--- src/rtl/ddpu_pkg.sv ---
// Shared types and constants for the differential-drive pose update block.
// No dependencies; used by the CORDIC unit and the top level.
`default_nettype none

package ddpu_pkg;

    localparam int CORDIC_STEPS = 30;
    localparam int TRIG_MAG_W   = 25;
    localparam int LEN_W        = 36;
    localparam int DIV_D_W      = 17;

    localparam logic [31:0] CORDIC_INV_GAIN = 32'd652032874;
    // round(2^32 / (2*pi))
    localparam logic [29:0] TURN_PER_RAD    = 30'd683565276;

    // atan(2^-i) in units of 2^-32 turn
    localparam logic [31:0] ATAN_TURNS [CORDIC_STEPS] = '{
        32'd536870912, 32'd316933405, 32'd167458907, 32'd85004756, 32'd42667331,
        32'd21354465,  32'd10679838,  32'd5340245,   32'd2670163,  32'd1335086,
        32'd667544,    32'd333772,    32'd166886,    32'd83443,    32'd41721,
        32'd20860,     32'd10430,     32'd5215,      32'd2607,     32'd1303,
        32'd651,       32'd325,       32'd162,       32'd81,       32'd40,
        32'd20,        32'd10,        32'd5,         32'd2,        32'd1
    };

    // Sine or cosine in sign-magnitude form, magnitude Q.24
    typedef struct packed {
        logic                  neg;
        logic [TRIG_MAG_W-1:0] mag;
    } trig_t;

    typedef enum logic [3:0] {
        ST_IDLE,
        ST_TRIG_OLD,
        ST_CASTER_X,
        ST_CASTER_Y,
        ST_TURN_DIV,
        ST_RADIUS_DIV,
        ST_PIVOT_X,
        ST_PIVOT_Y,
        ST_TRIG_NEW,
        ST_MOVE_X,
        ST_MOVE_Y,
        ST_DONE
    } ddpu_state_t;

    typedef enum logic [1:0] {
        KIND_STRAIGHT = 2'd0,
        KIND_SPIN     = 2'd1,
        KIND_ARC      = 2'd2
    } motion_kind_t;

endpackage

`default_nettype wire

--- src/rtl/diff_drive_pose_update_core.sv ---
// Differential-drive odometry core: top level with sequencer and digit-serial multiplier.
// Depends on ddpu_pkg, ddpu_cordic and ddpu_div.
//
// Each request carries the signed Q8.8 travel of the left and right wheels for one tick and
// advances the stored pose (x, y in Q.8, binary-angle heading). The result carries the new
// pose, the caster point of the pose before the step, the pivot and the motion kind
// (straight, spin in place, arc). One request is worked at a time; a finished result sits
// in an output register, so the next request is taken while it waits. The work is done
// by the 30-step CORDIC (once, or twice for an arc), the 36-step restoring divider (heading
// change, plus the arc radius) and the radix-16 multiplier that forms each length-times-trig
// product in 9 digit steps (two products for a spin, four for straight motion, six for an
// arc). Configuration (wheel base, caster offset) is written through its own channel; the
// user must write it only while the core is idle, which the core itself does not enforce.
// A wheel base of zero acts as one. Positions wrap on overflow.
`default_nettype none

module diff_drive_pose_update_core
    import ddpu_pkg::*;
#(
    parameter int POS_BITS   = 32,
    parameter int ANGLE_BITS = 16
)(
    input  logic                       clk,
    input  logic                       rst_n,

    input  logic                       cfg_valid,
    output logic                       cfg_ready,
    input  logic                       cfg_index,
    input  logic [9:0]                 cfg_data,

    input  logic                       in_valid,
    output logic                       in_ready,
    input  logic signed [15:0]         left_travel,
    input  logic signed [15:0]         right_travel,

    output logic                       out_valid,
    input  logic                       out_ready,
    output logic signed [POS_BITS-1:0] pose_x,
    output logic signed [POS_BITS-1:0] pose_y,
    output logic [ANGLE_BITS-1:0]      pose_heading,
    output logic signed [POS_BITS-1:0] caster_x,
    output logic signed [POS_BITS-1:0] caster_y,
    output logic signed [POS_BITS-1:0] pivot_x,
    output logic signed [POS_BITS-1:0] pivot_y,
    output logic [1:0]                 motion_kind
);

    // Register map
    localparam logic CFG_WHEEL_BASE    = 1'b0;
    localparam logic CFG_CASTER_OFFSET = 1'b1;

    // Multiplier geometry: a 36-bit length times a 25-bit trig magnitude, 4 bits per step
    localparam int PROD_W     = LEN_W + TRIG_MAG_W;
    localparam int MUL_HI_W   = TRIG_MAG_W + 4;
    localparam int MUL_W      = LEN_W + MUL_HI_W;
    localparam int MUL_DIGITS = LEN_W / 4;
    localparam int MCNT_W     = $clog2(MUL_DIGITS + 1);
    localparam int RND_W      = PROD_W + 1 - 24;
    localparam int EXT_W      = (POS_BITS > RND_W) ? POS_BITS : RND_W;
    localparam logic [MCNT_W-1:0] MUL_END = MCNT_W'(MUL_DIGITS);

    // Heading change divides by W * 2^TURN_SH; the power of two comes off before the divider
    localparam int TURN_SH    = 40 - ANGLE_BITS;
    localparam int TURN_SUM_W = 48;

    // ------------------------------------------------------------------
    // Control and architectural state
    // ------------------------------------------------------------------
    ddpu_state_t         state_reg, state_next;
    logic                launch_reg;
    logic                out_valid_reg, out_valid_next;
    logic [MCNT_W-1:0]   mul_cnt_reg;
    logic [9:0]          wheel_base_reg, caster_offset_reg;
    logic [POS_BITS-1:0] pos_x_reg, pos_y_reg;
    logic [ANGLE_BITS-1:0] heading_reg;

    // Working registers for the request in flight
    logic signed [15:0]    l_reg, r_reg;
    logic [46:0]           turn_prod_reg;
    logic [26:0]           radius_prod_reg;
    logic [MUL_W-1:0]      mul_p_reg;
    logic [TRIG_MAG_W-1:0] mul_t_reg;
    logic                  mul_neg_reg;
    logic                  d_neg_reg;
    logic [LEN_W-1:0]      d_mag_reg;
    logic [POS_BITS-1:0]   cx_reg, cy_reg, px_reg, py_reg, nx_reg, ny_reg;
    logic [ANGLE_BITS-1:0] nh_reg;

    // Output register
    logic [POS_BITS-1:0]   pose_x_reg, pose_y_reg, caster_x_reg, caster_y_reg;
    logic [POS_BITS-1:0]   pivot_x_reg, pivot_y_reg;
    logic [ANGLE_BITS-1:0] pose_heading_reg;
    motion_kind_t          motion_kind_reg;

    // ------------------------------------------------------------------
    // Combinational helpers
    // ------------------------------------------------------------------
    logic                  accept, commit;
    logic                  is_mul_state, mul_done;
    logic [9:0]            w_eff;
    logic signed [16:0]    diff_w, sum_w;
    logic [16:0]           diff_mag, sum_mag, l_mag;
    logic                  straight, spin;
    motion_kind_t          kind;

    logic                  cordic_start, cordic_done;
    logic [ANGLE_BITS-1:0] cordic_angle;
    trig_t                 cos_val, sin_val;

    logic                  div_start, div_done;
    logic [LEN_W-1:0]      div_dividend, div_quotient;
    logic [DIV_D_W-1:0]    div_divisor;
    logic [TURN_SUM_W-1:0] turn_sum;
    logic [ANGLE_BITS-1:0] turn_q;

    logic                  mul_a_neg;
    logic [LEN_W-1:0]      mul_a_mag;
    trig_t                 mul_t;
    logic [MUL_HI_W-1:0]   mul_hi_sum;
    logic [PROD_W:0]       mul_round;
    logic [EXT_W-1:0]      mul_ext;
    logic [POS_BITS-1:0]   mul_mag, mul_val;

    assign w_eff    = (wheel_base_reg == 10'd0) ? 10'd1 : wheel_base_reg;
    assign diff_w   = 17'(r_reg) - 17'(l_reg);
    assign sum_w    = 17'(l_reg) + 17'(r_reg);
    assign diff_mag = diff_w[16] ? 17'(-diff_w) : 17'(diff_w);
    assign sum_mag  = sum_w[16] ? 17'(-sum_w) : 17'(sum_w);
    assign l_mag    = l_reg[15] ? 17'(-17'(l_reg)) : 17'(l_reg);
    assign straight = (l_reg == r_reg);
    assign spin     = (sum_w == 17'sd0);

    always_comb
    begin
        priority if (straight)
            kind = KIND_STRAIGHT;
        else if (spin)
            kind = KIND_SPIN;
        else
            kind = KIND_ARC;
    end

    assign accept    = in_valid && (state_reg == ST_IDLE);
    assign in_ready  = (state_reg == ST_IDLE);
    assign cfg_ready = 1'b1;
    assign out_valid = out_valid_reg;

    // ------------------------------------------------------------------
    // Sequencer
    // ------------------------------------------------------------------
    always_comb
    begin
        state_next     = state_reg;
        commit         = 1'b0;
        out_valid_next = out_valid_reg && !out_ready;
        unique case (state_reg)
            ST_IDLE:
                if (in_valid)
                    state_next = ST_TRIG_OLD;
            ST_TRIG_OLD:
                if (cordic_done)
                    state_next = ST_CASTER_X;
            ST_CASTER_X:
                if (mul_done)
                    state_next = ST_CASTER_Y;
            ST_CASTER_Y:
                if (mul_done)
                    state_next = straight ? ST_MOVE_X : ST_TURN_DIV;
            ST_TURN_DIV:
                if (div_done)
                    state_next = spin ? ST_DONE : ST_RADIUS_DIV;
            ST_RADIUS_DIV:
                if (div_done)
                    state_next = ST_PIVOT_X;
            ST_PIVOT_X:
                if (mul_done)
                    state_next = ST_PIVOT_Y;
            ST_PIVOT_Y:
                if (mul_done)
                    state_next = ST_TRIG_NEW;
            ST_TRIG_NEW:
                if (cordic_done)
                    state_next = ST_MOVE_X;
            ST_MOVE_X:
                if (mul_done)
                    state_next = ST_MOVE_Y;
            ST_MOVE_Y:
                if (mul_done)
                    state_next = ST_DONE;
            ST_DONE:
                // hold the finished result until the output register frees up
                if (!out_valid_reg || out_ready)
                begin
                    commit         = 1'b1;
                    out_valid_next = 1'b1;
                    state_next     = ST_IDLE;
                end
            default:
                state_next = ST_IDLE;
        endcase
    end

    always_ff @(posedge clk or negedge rst_n)
    begin
        if (!rst_n)
        begin
            state_reg         <= ST_IDLE;
            launch_reg        <= 1'b0;
            out_valid_reg     <= 1'b0;
            mul_cnt_reg       <= MUL_END;
            wheel_base_reg    <= 10'd64;
            caster_offset_reg <= 10'd32;
            pos_x_reg         <= '0;
            pos_y_reg         <= '0;
            heading_reg       <= '0;
        end
        else
        begin
            state_reg     <= state_next;
            // a state change raises launch, which starts the unit of the new state, if it has one
            launch_reg    <= (state_next != state_reg);
            out_valid_reg <= out_valid_next;

            if (launch_reg && is_mul_state)
                mul_cnt_reg <= '0;
            else if (mul_cnt_reg != MUL_END)
                mul_cnt_reg <= mul_cnt_reg + 1'b1;

            if (cfg_valid)
            begin
                unique case (cfg_index)
                    CFG_WHEEL_BASE:    wheel_base_reg    <= cfg_data;
                    CFG_CASTER_OFFSET: caster_offset_reg <= cfg_data;
                    default:           wheel_base_reg    <= wheel_base_reg;
                endcase
            end

            if (commit)
            begin
                pos_x_reg   <= nx_reg;
                pos_y_reg   <= ny_reg;
                heading_reg <= nh_reg;
            end
        end
    end

    // ------------------------------------------------------------------
    // CORDIC: old heading first, then the new heading for an arc
    // ------------------------------------------------------------------
    assign cordic_start = launch_reg &&
                          (state_reg == ST_TRIG_OLD || state_reg == ST_TRIG_NEW);
    assign cordic_angle = (state_reg == ST_TRIG_NEW) ? nh_reg : heading_reg;

    ddpu_cordic #(
        .ANGLE_BITS (ANGLE_BITS)
    ) u_cordic (
        .clk     (clk),
        .rst_n   (rst_n),
        .start   (cordic_start),
        .angle   (cordic_angle),
        .done    (cordic_done),
        .cos_val (cos_val),
        .sin_val (sin_val)
    );

    // ------------------------------------------------------------------
    // Divider: heading change, then arc radius
    // ------------------------------------------------------------------
    // floor((n + W*2^(S-1)) / (W*2^S)) == floor(floor((n + W*2^(S-1)) / 2^S) / W)
    assign turn_sum  = TURN_SUM_W'(turn_prod_reg) + (TURN_SUM_W'(w_eff) << (TURN_SH - 1));
    assign div_start = launch_reg &&
                       (state_reg == ST_TURN_DIV || state_reg == ST_RADIUS_DIV);

    always_comb
    begin
        if (state_reg == ST_RADIUS_DIV)
        begin
            div_dividend = LEN_W'({radius_prod_reg, 7'b0}) + LEN_W'(diff_mag >> 1);
            div_divisor  = diff_mag;
        end
        else
        begin
            div_dividend = LEN_W'(turn_sum >> TURN_SH);
            div_divisor  = DIV_D_W'(w_eff);
        end
    end

    ddpu_div #(
        .N_W (LEN_W),
        .D_W (DIV_D_W)
    ) u_div (
        .clk      (clk),
        .rst_n    (rst_n),
        .start    (div_start),
        .dividend (div_dividend),
        .divisor  (div_divisor),
        .done     (div_done),
        .quotient (div_quotient)
    );

    assign turn_q = div_quotient[ANGLE_BITS-1:0];

    // ------------------------------------------------------------------
    // Radix-16 multiplier: length times trig, rounded to Q.8
    // ------------------------------------------------------------------
    always_comb
    begin
        is_mul_state = 1'b1;
        mul_a_neg    = 1'b0;
        mul_a_mag    = LEN_W'({caster_offset_reg, 8'b0});
        mul_t        = sin_val;
        unique case (state_reg)
            ST_CASTER_X:
                mul_t = sin_val;
            ST_CASTER_Y:
                mul_t = cos_val;
            ST_PIVOT_X:
            begin
                mul_a_neg = d_neg_reg;
                mul_a_mag = d_mag_reg;
                mul_t     = cos_val;
            end
            ST_PIVOT_Y:
            begin
                mul_a_neg = d_neg_reg;
                mul_a_mag = d_mag_reg;
                mul_t     = sin_val;
            end
            ST_MOVE_X:
            begin
                mul_a_neg = straight ? l_reg[15] : d_neg_reg;
                mul_a_mag = straight ? LEN_W'(l_mag) : d_mag_reg;
                mul_t     = straight ? sin_val : cos_val;
            end
            ST_MOVE_Y:
            begin
                mul_a_neg = straight ? l_reg[15] : d_neg_reg;
                mul_a_mag = straight ? LEN_W'(l_mag) : d_mag_reg;
                mul_t     = straight ? cos_val : sin_val;
            end
            default:
                is_mul_state = 1'b0;
        endcase
    end

    assign mul_hi_sum = mul_p_reg[MUL_W-1:LEN_W] +
                        MUL_HI_W'(mul_t_reg) * MUL_HI_W'(mul_p_reg[3:0]);
    assign mul_done   = is_mul_state && !launch_reg && (mul_cnt_reg == MUL_END);
    assign mul_round  = (PROD_W + 1)'(mul_p_reg[PROD_W-1:0]) + (PROD_W + 1)'(1 << 23);
    assign mul_ext    = EXT_W'(mul_round[PROD_W:24]);
    assign mul_mag    = mul_ext[POS_BITS-1:0];
    assign mul_val    = mul_neg_reg ? -mul_mag : mul_mag;

    // ------------------------------------------------------------------
    // Datapath registers
    // ------------------------------------------------------------------
    always_ff @(posedge clk)
    begin
        // products are needed only after the first CORDIC pass
        turn_prod_reg   <= 47'(diff_mag) * 47'(TURN_PER_RAD);
        radius_prod_reg <= 27'(sum_mag) * 27'(w_eff);

        if (launch_reg && is_mul_state)
        begin
            mul_p_reg   <= {MUL_HI_W'(0), mul_a_mag};
            mul_t_reg   <= mul_t.mag;
            mul_neg_reg <= mul_a_neg ^ mul_t.neg;
        end
        else if (mul_cnt_reg != MUL_END)
            mul_p_reg <= {4'b0000, mul_hi_sum, mul_p_reg[LEN_W-1:4]};

        if (accept)
        begin
            l_reg  <= left_travel;
            r_reg  <= right_travel;
            nx_reg <= pos_x_reg;
            ny_reg <= pos_y_reg;
            px_reg <= '0;
            py_reg <= '0;
            nh_reg <= heading_reg;
        end

        if (div_done && state_reg == ST_TURN_DIV)
        begin
            // right ahead of left turns the heading down
            nh_reg <= diff_w[16] ? heading_reg + turn_q : heading_reg - turn_q;
            if (spin)
            begin
                px_reg <= pos_x_reg;
                py_reg <= pos_y_reg;
            end
        end

        if (div_done && state_reg == ST_RADIUS_DIV)
        begin
            d_mag_reg <= div_quotient;
            d_neg_reg <= sum_w[16] ^ diff_w[16];
        end

        if (mul_done)
        begin
            unique case (state_reg)
                ST_CASTER_X: cx_reg <= pos_x_reg + mul_val;
                ST_CASTER_Y: cy_reg <= pos_y_reg - mul_val;
                ST_PIVOT_X:  px_reg <= pos_x_reg - mul_val;
                ST_PIVOT_Y:  py_reg <= pos_y_reg - mul_val;
                ST_MOVE_X:   nx_reg <= (straight ? pos_x_reg : px_reg) + mul_val;
                ST_MOVE_Y:   ny_reg <= straight ? pos_y_reg - mul_val : py_reg + mul_val;
                default:     cx_reg <= cx_reg;
            endcase
        end

        if (commit)
        begin
            pose_x_reg       <= nx_reg;
            pose_y_reg       <= ny_reg;
            pose_heading_reg <= nh_reg;
            caster_x_reg     <= cx_reg;
            caster_y_reg     <= cy_reg;
            pivot_x_reg      <= px_reg;
            pivot_y_reg      <= py_reg;
            motion_kind_reg  <= kind;
        end
    end

    assign pose_x       = $signed(pose_x_reg);
    assign pose_y       = $signed(pose_y_reg);
    assign pose_heading = pose_heading_reg;
    assign caster_x     = $signed(caster_x_reg);
    assign caster_y     = $signed(caster_y_reg);
    assign pivot_x      = $signed(pivot_x_reg);
    assign pivot_y      = $signed(pivot_y_reg);
    assign motion_kind  = motion_kind_reg;

endmodule

`default_nettype wire

--- src/rtl/ddpu_cordic.sv ---
// Iterative rotation-mode CORDIC: one micro-rotation per cycle, 30 steps.
// Depends on ddpu_pkg (arctangent table, gain constant, trig_t).
`default_nettype none

module ddpu_cordic
    import ddpu_pkg::*;
#(
    parameter int ANGLE_BITS = 16
)(
    input  logic                  clk,
    input  logic                  rst_n,
    input  logic                  start,
    input  logic [ANGLE_BITS-1:0] angle,
    output logic                  done,
    output trig_t                 cos_val,
    output trig_t                 sin_val
);

    localparam logic [4:0] LAST_STEP = 5'(CORDIC_STEPS - 1);

    logic               run_reg, run_next;
    logic               done_reg, done_next;
    logic [4:0]         step_reg, step_next;
    logic               flip_reg;
    logic signed [33:0] x_reg, y_reg, z_reg;

    logic [31:0]        phase;
    logic               flip;
    logic signed [33:0] z_init;
    logic [33:0]        ax, ay, axs, ays;
    logic signed [33:0] xs, ys, atan_ext;
    logic [33:0]        x_rnd, y_rnd;

    assign phase  = {angle, (32 - ANGLE_BITS)'(0)};
    assign flip   = phase[31] ^ phase[30];
    assign z_init = {{3{phase[31] ^ flip}}, phase[30:0]};

    // Shifts truncate toward zero: shift the magnitude, restore the sign
    always_comb
    begin
        ax       = x_reg[33] ? 34'(-x_reg) : 34'(x_reg);
        ay       = y_reg[33] ? 34'(-y_reg) : 34'(y_reg);
        axs      = ax >> step_reg;
        ays      = ay >> step_reg;
        xs       = x_reg[33] ? -$signed(axs) : $signed(axs);
        ys       = y_reg[33] ? -$signed(ays) : $signed(ays);
        atan_ext = $signed({2'b00, ATAN_TURNS[step_reg]});
    end

    always_comb
    begin
        run_next  = run_reg;
        done_next = 1'b0;
        step_next = step_reg;
        if (start)
        begin
            run_next  = 1'b1;
            step_next = '0;
        end
        else if (run_reg)
        begin
            step_next = step_reg + 5'd1;
            if (step_reg == LAST_STEP)
            begin
                run_next  = 1'b0;
                done_next = 1'b1;
            end
        end
    end

    always_ff @(posedge clk or negedge rst_n)
    begin
        if (!rst_n)
        begin
            run_reg  <= 1'b0;
            done_reg <= 1'b0;
            step_reg <= '0;
        end
        else
        begin
            run_reg  <= run_next;
            done_reg <= done_next;
            step_reg <= step_next;
        end
    end

    always_ff @(posedge clk)
    begin
        if (start)
        begin
            x_reg    <= $signed({2'b00, CORDIC_INV_GAIN});
            y_reg    <= '0;
            z_reg    <= z_init;
            flip_reg <= flip;
        end
        else if (run_reg)
        begin
            if (!z_reg[33])
            begin
                x_reg <= x_reg - ys;
                y_reg <= y_reg + xs;
                z_reg <= z_reg - atan_ext;
            end
            else
            begin
                x_reg <= x_reg + ys;
                y_reg <= y_reg - xs;
                z_reg <= z_reg + atan_ext;
            end
        end
    end

    // Round half away from zero down to Q.24
    assign x_rnd = ax + 34'd32;
    assign y_rnd = ay + 34'd32;

    assign cos_val.neg = x_reg[33] ^ flip_reg;
    assign cos_val.mag = x_rnd[30:6];
    assign sin_val.neg = y_reg[33] ^ flip_reg;
    assign sin_val.mag = y_rnd[30:6];
    assign done        = done_reg;

endmodule

`default_nettype wire

--- src/rtl/ddpu_div.sv ---
// Restoring unsigned divider, one quotient bit per cycle.
// Standalone; no package dependency.
`default_nettype none

module ddpu_div
#(
    parameter int N_W = 36,
    parameter int D_W = 17
)(
    input  logic           clk,
    input  logic           rst_n,
    input  logic           start,
    input  logic [N_W-1:0] dividend,
    input  logic [D_W-1:0] divisor,
    output logic           done,
    output logic [N_W-1:0] quotient
);

    localparam int CNT_W = $clog2(N_W);
    localparam logic [CNT_W-1:0] LAST = CNT_W'(N_W - 1);

    logic             run_reg, run_next;
    logic             done_reg, done_next;
    logic [CNT_W-1:0] cnt_reg, cnt_next;
    logic [D_W-1:0]   rem_reg, dsr_reg;
    logic [N_W-1:0]   quo_reg;
    logic [D_W:0]     trial, trial_sub;

    assign trial     = {rem_reg, quo_reg[N_W-1]};
    assign trial_sub = trial - {1'b0, dsr_reg};

    always_comb
    begin
        run_next  = run_reg;
        done_next = 1'b0;
        cnt_next  = cnt_reg;
        if (start)
        begin
            run_next = 1'b1;
            cnt_next = '0;
        end
        else if (run_reg)
        begin
            cnt_next = cnt_reg + 1'b1;
            if (cnt_reg == LAST)
            begin
                run_next  = 1'b0;
                done_next = 1'b1;
            end
        end
    end

    always_ff @(posedge clk or negedge rst_n)
    begin
        if (!rst_n)
        begin
            run_reg  <= 1'b0;
            done_reg <= 1'b0;
            cnt_reg  <= '0;
        end
        else
        begin
            run_reg  <= run_next;
            done_reg <= done_next;
            cnt_reg  <= cnt_next;
        end
    end

    always_ff @(posedge clk)
    begin
        if (start)
        begin
            rem_reg <= '0;
            quo_reg <= dividend;
            dsr_reg <= divisor;
        end
        else if (run_reg)
        begin
            if (!trial_sub[D_W])
            begin
                rem_reg <= trial_sub[D_W-1:0];
                quo_reg <= {quo_reg[N_W-2:0], 1'b1};
            end
            else
            begin
                rem_reg <= trial[D_W-1:0];
                quo_reg <= {quo_reg[N_W-2:0], 1'b0};
            end
        end
    end

    assign done     = done_reg;
    assign quotient = quo_reg;

endmodule

`default_nettype wire

--- config.mk ---
export PLATFORM = sky130hd
export DESIGN_NAME = diff_drive_pose_update_core
export DESIGN_NICKNAME = d
export VERILOG_FILES = /design/src/rtl/ddpu_pkg.sv /design/src/rtl/diff_drive_pose_update_core.sv /design/src/rtl/ddpu_cordic.sv /design/src/rtl/ddpu_div.sv
export SDC_FILE = /design/constraint.sdc
export NUM_CORES = 2
export LEC_CHECK = 0
export CAP_MARGIN = 10
export CORE_MARGIN = 8
export CORE_UTILIZATION = 51
export CTS_CLUSTER_SIZE = 12
export DETAILED_ROUTE_END_ITERATION = 6
export DONT_BUFFER_PORTS = 1
export PLACE_DENSITY = 0.7
export RECOVER_POWER = 50
export SLEW_MARGIN = 20
export SYNTH_ARGS = -nofsm -noshare
export SYNTH_HDL_FRONTEND = slang
export SYNTH_SLANG_ARGS = --single-unit
--- constraint.sdc ---
create_clock -name clk -period 15.05 [get_ports clk]
set_clock_uncertainty 0.15 [all_clocks]
set_input_delay 0.7525 -clock clk [delete_from_list [all_inputs] [get_ports clk]]
set_output_delay 0.7525 -clock clk [all_outputs]
set_load 0.05 [all_outputs]
; Word level (Yosys, flattened, before mapping)
; Memory sizes are Yosys's and may differ from the RTL's.
; Index checks and enable logic that the tools add are counted.
[totals]
n_memories = 1
ff_bits = 944
input_bits = 48
word_cells = 236
romBits = 1024
out_inout_bits = 213
[memory_table]
columns = name, words, word_bits, rd, rd_ports_with_merged_regs, wr, line_no
row1 = (no name shown), 32, 32, 1, 0, 0, ddpu_cordic.sv:47  ; atan_ext = $signed({2'b00, ATAN_TURNS[step_reg]});
[classes]
n_lt_le_gt_ge = 1
shifts = 2
multipliers = 3
n_reduce_logical = 30
bitwise_logic = 8
eq_ne = 17
mux = 92
n_addsub = 33
[op_table]
columns = op, count
row1 = $mux 32, 21
row2 = $mux 34, 9
row3 = $mux 36, 5
row4 = $neg 34->34, 4
row5 = $add 32x32->32, 3
row6 = $pmux 26 s3, 1
row7 = $pmux 36 s2, 1
row8 = $add 34x34->34, 2
row9 = $mux 17, 4
row10 = $shr 34x5->34, 2
row11 = $sub 34x34->34, 2
row12 = $mux 16, 4
row13 = $mux 4, 16
row14 = $sub 32x32->32, 2
row15 = $add 31x6->31 const B, 2
row16 = $add 56x24->56 const B, 1
row17 = $mux 26, 2
row18 = $add 47x33->48, 1
row19 = $pmux 4 s12, 1
row20 = $mul 17x28->45 const B, 1
row21 = $add 34x16->35, 1
row22 = $mux 35, 1
row23 = $add 34x33->34, 1
row24 = $neg 17->17, 2
row25 = 43 further kinds, 97

; Logic depth before layout (Yosys ltp)
[logic_depth]
depth_word = 8
depth_mapped = 48
depth_no_buf = 48

; Modules after synthesis
; A second synthesis with hierarchy kept.
[hier_totals]
cells_unflattened = 9760
area_unflattened_um2 = 85010.3
[modules_own_cells]
columns = mod, area_per_inst_um2, cells_per_inst, instances, seq_area_each_um2
row1 = diff_drive_pose_update_core, 56290.2, 5875, 1, 19483.7
row2 = ddpu_cordic, 24492.2, 3507, 1, 2427.3
row3 = ddpu_div, 4227.8, 378, 1, 2132.0

; Least setup slack after synthesis
; OpenSTA, ideal clock, no wires.
[synth_timing]
path_kind = register to register
start = register l_reg[2]
end = register turn_prod_reg[46]
setup_time_ns = 0.121
path_buffers = 1
required_ns = 14.779
synth_period_minus_slack_ns = 11.284
path_stages_with_launch = 39
path_slack_ns = 3.766
arrival_time_ns = 11.013
path_cell_list = edfxtp_1 > inv_1 > ha_1 > clkbuf_1 > o21ai_0 > a21boi_0 > o21ai_0 > a21boi_0 > nor2_1 > or4_1 > or3_1 > or3_1 > or3_1 > or3_1 > nor4bb_1 > ha_1 > fa_1 > fa_1 > [3 not listed] > fa_1 > inv_1 > ha_1 > a21o_1 > a21o_1 > a221oi_1 > o21a_1 > o31ai_1 > a41o_1 > o311a_1 > o311ai_0 > a21boi_0 > o21a_1 > o211a_1 > o21a_1 > o21ai_0 > a21oi_1 > xnor2_1
[synth_via]
elab_chain_len = 4
[synth_rtl]
columns = item, line_no
row1 = start: declaration, diff_drive_pose_update_core.sv:78  ; logic signed [15:0] l_reg, r_reg;
row2 = start signal: assignment, diff_drive_pose_update_core.sv:374  ; l_reg <= left_travel;
row3 = $sub 16x16->17 (*), diff_drive_pose_update_core.sv:125  ; assign diff_w = 17'(r_reg) - 17'(l_reg);
row4 = $neg 17->17, diff_drive_pose_update_core.sv:127  ; assign diff_mag = diff_w[16] ? 17'(-diff_w) : 17'(diff_w);
row5 = $mux 17 (*), diff_drive_pose_update_core.sv:127
row6 = net diff_mag[16], diff_drive_pose_update_core.sv:102  ; logic [16:0] diff_mag, sum_mag, l_mag;
row7 = $mul 17x28->45 (*), diff_drive_pose_update_core.sv:360  ; turn_prod_reg <= 47'(diff_mag) * 47'(TURN_PER_RAD);
row8 = end signal: assignment, diff_drive_pose_update_core.sv:360
row9 = end: declaration, diff_drive_pose_update_core.sv:79  ; logic [46:0] turn_prod_reg;
; The timed path passes the listed nets; every way through them passes the cells marked *.
; A chain may end at the register's enable or synchronous reset.

; Final worst setup path
[layout_timing]
start = register l_reg[1]
end = register turn_prod_reg[46]
; The elaborated chain is that of the path after synthesis.

==> impl_metrics.tcl <==
set metrics [dict create \
    wl_per_cell_um 24.6 \
    max_cap_violations 14 \
    period_minus_slack_ns 12.72 \
    chipWidth_um 415 \
    min-delay-start "cfg_data[0]" \
    dr_total_vias 70600 \
    synth.avg_cell_area_um2 8.82 \
    clock_path_buffers 3 \
    clk-insertion-delay-late_ns 0.76 \
    cpPeakStageDelay_ns 0.99 \
    grt_usage 0.306 \
    io_buffer_count 0 \
    worst_slew_pin_slew_ns 9.47 \
    period_share 0.845 \
    slowest_stage "nor4bb_2" \
    synth_edf_count 493 \
    yosys_register_bits 923 \
    pin_count 261 \
    r2r-end "turn_prod_reg[46]" \
    slew_headroom -5.31 \
    cp-end-kind "register" \
    worst_slack_ns 2.33 \
    synth_warnings 0 \
    hold_path_class "in -> reg" \
    final-max-slew-violation-count 677 \
    cpLargestDelayFamily "compound AO/OA/AOI/OAI gates" \
    grt_antenna_before_repair 18 \
    grt_start_max_net_pins 157 \
    synth-seq-area-share 0.296 \
    synth_async_sr_flop_share 0.135 \
    min_to "caster_offset_reg[0]" \
    worstPathMaxFanout 8 \
    grt_pass1_vias 67300 \
    dp_hpwl_um 210000 \
    rows 146 \
    yosys_most_used_dff "edfxtp_1" \
    fin_tns_setup_ns 0 \
    syn-cell-area_mm2 0.0813 \
    grt_pass1_wl_um 415000 \
    crit_arrival_ns 13.18 \
    initial_core_util 0.513 \
    drive_above_1_share 0.0616 \
    synth.net_count 10300 \
    synth_cell_types 118 \
    cts_buffers 101 \
    viasPerCell 6.30 \
    criticalPathCategory "reg -> reg" \
    r2r-start "l_reg[1]" \
    cts_tree "built" \
    synthToLayoutAreaGrowth_pct 7.06 \
    max_freq_mhz 78.6 \
    drt_iter0_drc 8553 \
    fill_cells 14200 \
    ant_nets 0 \
    setup_viol 0 \
    final_hold_viol_count 0 \
    path_clk_slew_ns 0.06 \
    die_h_um 415 \
    crit_required_ns 15.51 \
    drc 0 \
    status "finished with violations" \
    layout.nets 10100 \
    dp_slack_ns 2.42 \
    coreArea_mm2 0.158 \
    largest_reg_flops 61 \
    critPathLaunchType "register" \
    clock-sinks 923 \
    drt_wl_total_um 276000 \
    grt_overflow_total 0 \
    gp_congestion 1.05 \
    critPathBufInv 5 \
    seq_area_mm2 0.0241 \
    violations "capacitance limit, slew limit" \
    multi_input_comb_area_mm2 0.0529 \
    clock-root-buffer "clkbuf_16" \
    ff2ff_setup_slack_ns 2.33 \
    rsz0062_at_grt "false" \
    min_path_cells 1 \
    crit_start "l_reg[1]" \
    place_inst 11000 \
    htreeDepth 3 \
    cpMostUsedCell "o21ai_0" \
    die_area_mm2 0.172 \
    stdcell_count 11200 \
    reg2regPathDepth 44 \
    synth_cells 9221 \
    firstDrtPassIters 7 \
]
## synthesized netlist by cell type, drive strengths merged (88+ instances only)
library cell     n  share of area
a21oi          454          0.028
nor2           763          0.035
inv            722          0.033
nand3          256          0.016
mux2i          142          0.017
xnor2          462          0.050
fa             355          0.087
ha             641          0.099
nand2         1032          0.048
nor3           219          0.014
edfxtp         493           0.18
buf             97         0.0051
clkbuf         372          0.017
dfxtp          305          0.075
and3           109         0.0084
dfrtp          121          0.037
a211oi          88         0.0082
xor2           247          0.027
a21o            97         0.0090
o21ai          381          0.023
or3             98         0.0076
mux2           128          0.018
and2           180          0.014
a31oi          225          0.017
## worst max path at each step
stage	to	slack [ns]	cells past startpoint
floorplan	turn_prod_reg[46]	3.77	38
global placement	turn_prod_reg[46]	2.57	44
detailed placement	turn_prod_reg[46]	2.42	44
CTS	turn_prod_reg[46]	2.36	44
global route	turn_prod_reg[46]	1.18	44
finish	turn_prod_reg[46]	2.33	44
## per-layer routing
layer / GRT usage / share of wire / vias to the layer above
met5: 0 / 0.000047 / -
met4: 0.157 / 0.060 / 2
met3: 0.0610 / 0.084 / 715
met2: 0.490 / 0.45 / 3300
met1: 0.394 / 0.40 / 34300
li1: - / - / 32300
## cells in the final DEF, fill, tap and decap left out, drive strengths merged, types with 88 or more instances in the layout
cell type	n
a211oi	88
nor2	763
dfxtp	305
and2	180
dfrtp	121
a31oi	225
o21ai	381
nand3	256
mux2i	142
nand2	1032
and3	109
a21oi	454
or3	98
inv	724
nor3	219
xor2	247
buf	113
ha	641
mux2	128
edfxtp	493
a21o	97
xnor2	462
clkbuf	170
fa	355
## layout make-up
cell class | count | share of cell area
Multi-Input combinational cell | 7104 | 0.608
Sequential cell | 923 | 0.276
Clock buffer | 150 | 0.0326
Inverter | 725 | 0.0313
Tap cell | 2072 | 0.0298
Timing Repair Buffer | 175 | 0.0156
Clock inverter | 42 | 0.00621
Antenna cell | 23 | 0.000661
## cells by family after synthesis
| logic type | after synthesis | synth area share |
|---|---|---|
| adders and majority gates | 996 | 0.186 |
| other | 1 | 0.0000461 |
| AOI/OAI and AO/OA | 2003 | 0.165 |
| DFF | 923 | 0.296 |
| and+or+nand+nor | 3109 | 0.182 |
| xor gates and xnor gates | 710 | 0.0766 |
| buffers and inverters | 1194 | 0.0558 |
| muxes | 285 | 0.0394 |
## stage by stage
| step | instance area, um2 | util | hold slack (ns) |
|---|---|---|---|
| after floorplan | 81300 | - | 0.250 |
| final | 87100 | 0.550 | 0.0442 |
| after detailed placement | 83300 | 0.526 | 0.255 |
| after global routing | 87000 | 0.549 | 0.0210 |
| after CTS | 87100 | 0.550 | 0.00162 |
| after global placement | 83300 | 0.526 | 0.251 |
## what timing repair did
item	4_1_cts	5_1_grt
resized for setup	0	0
endpoints found under the hold margin	168	0
hold buffers	43	0
buffers inserted	0	0
Power is not shown: default switching activity piles up to over one toggle a cycle in this logic, so the estimate is an artifact.
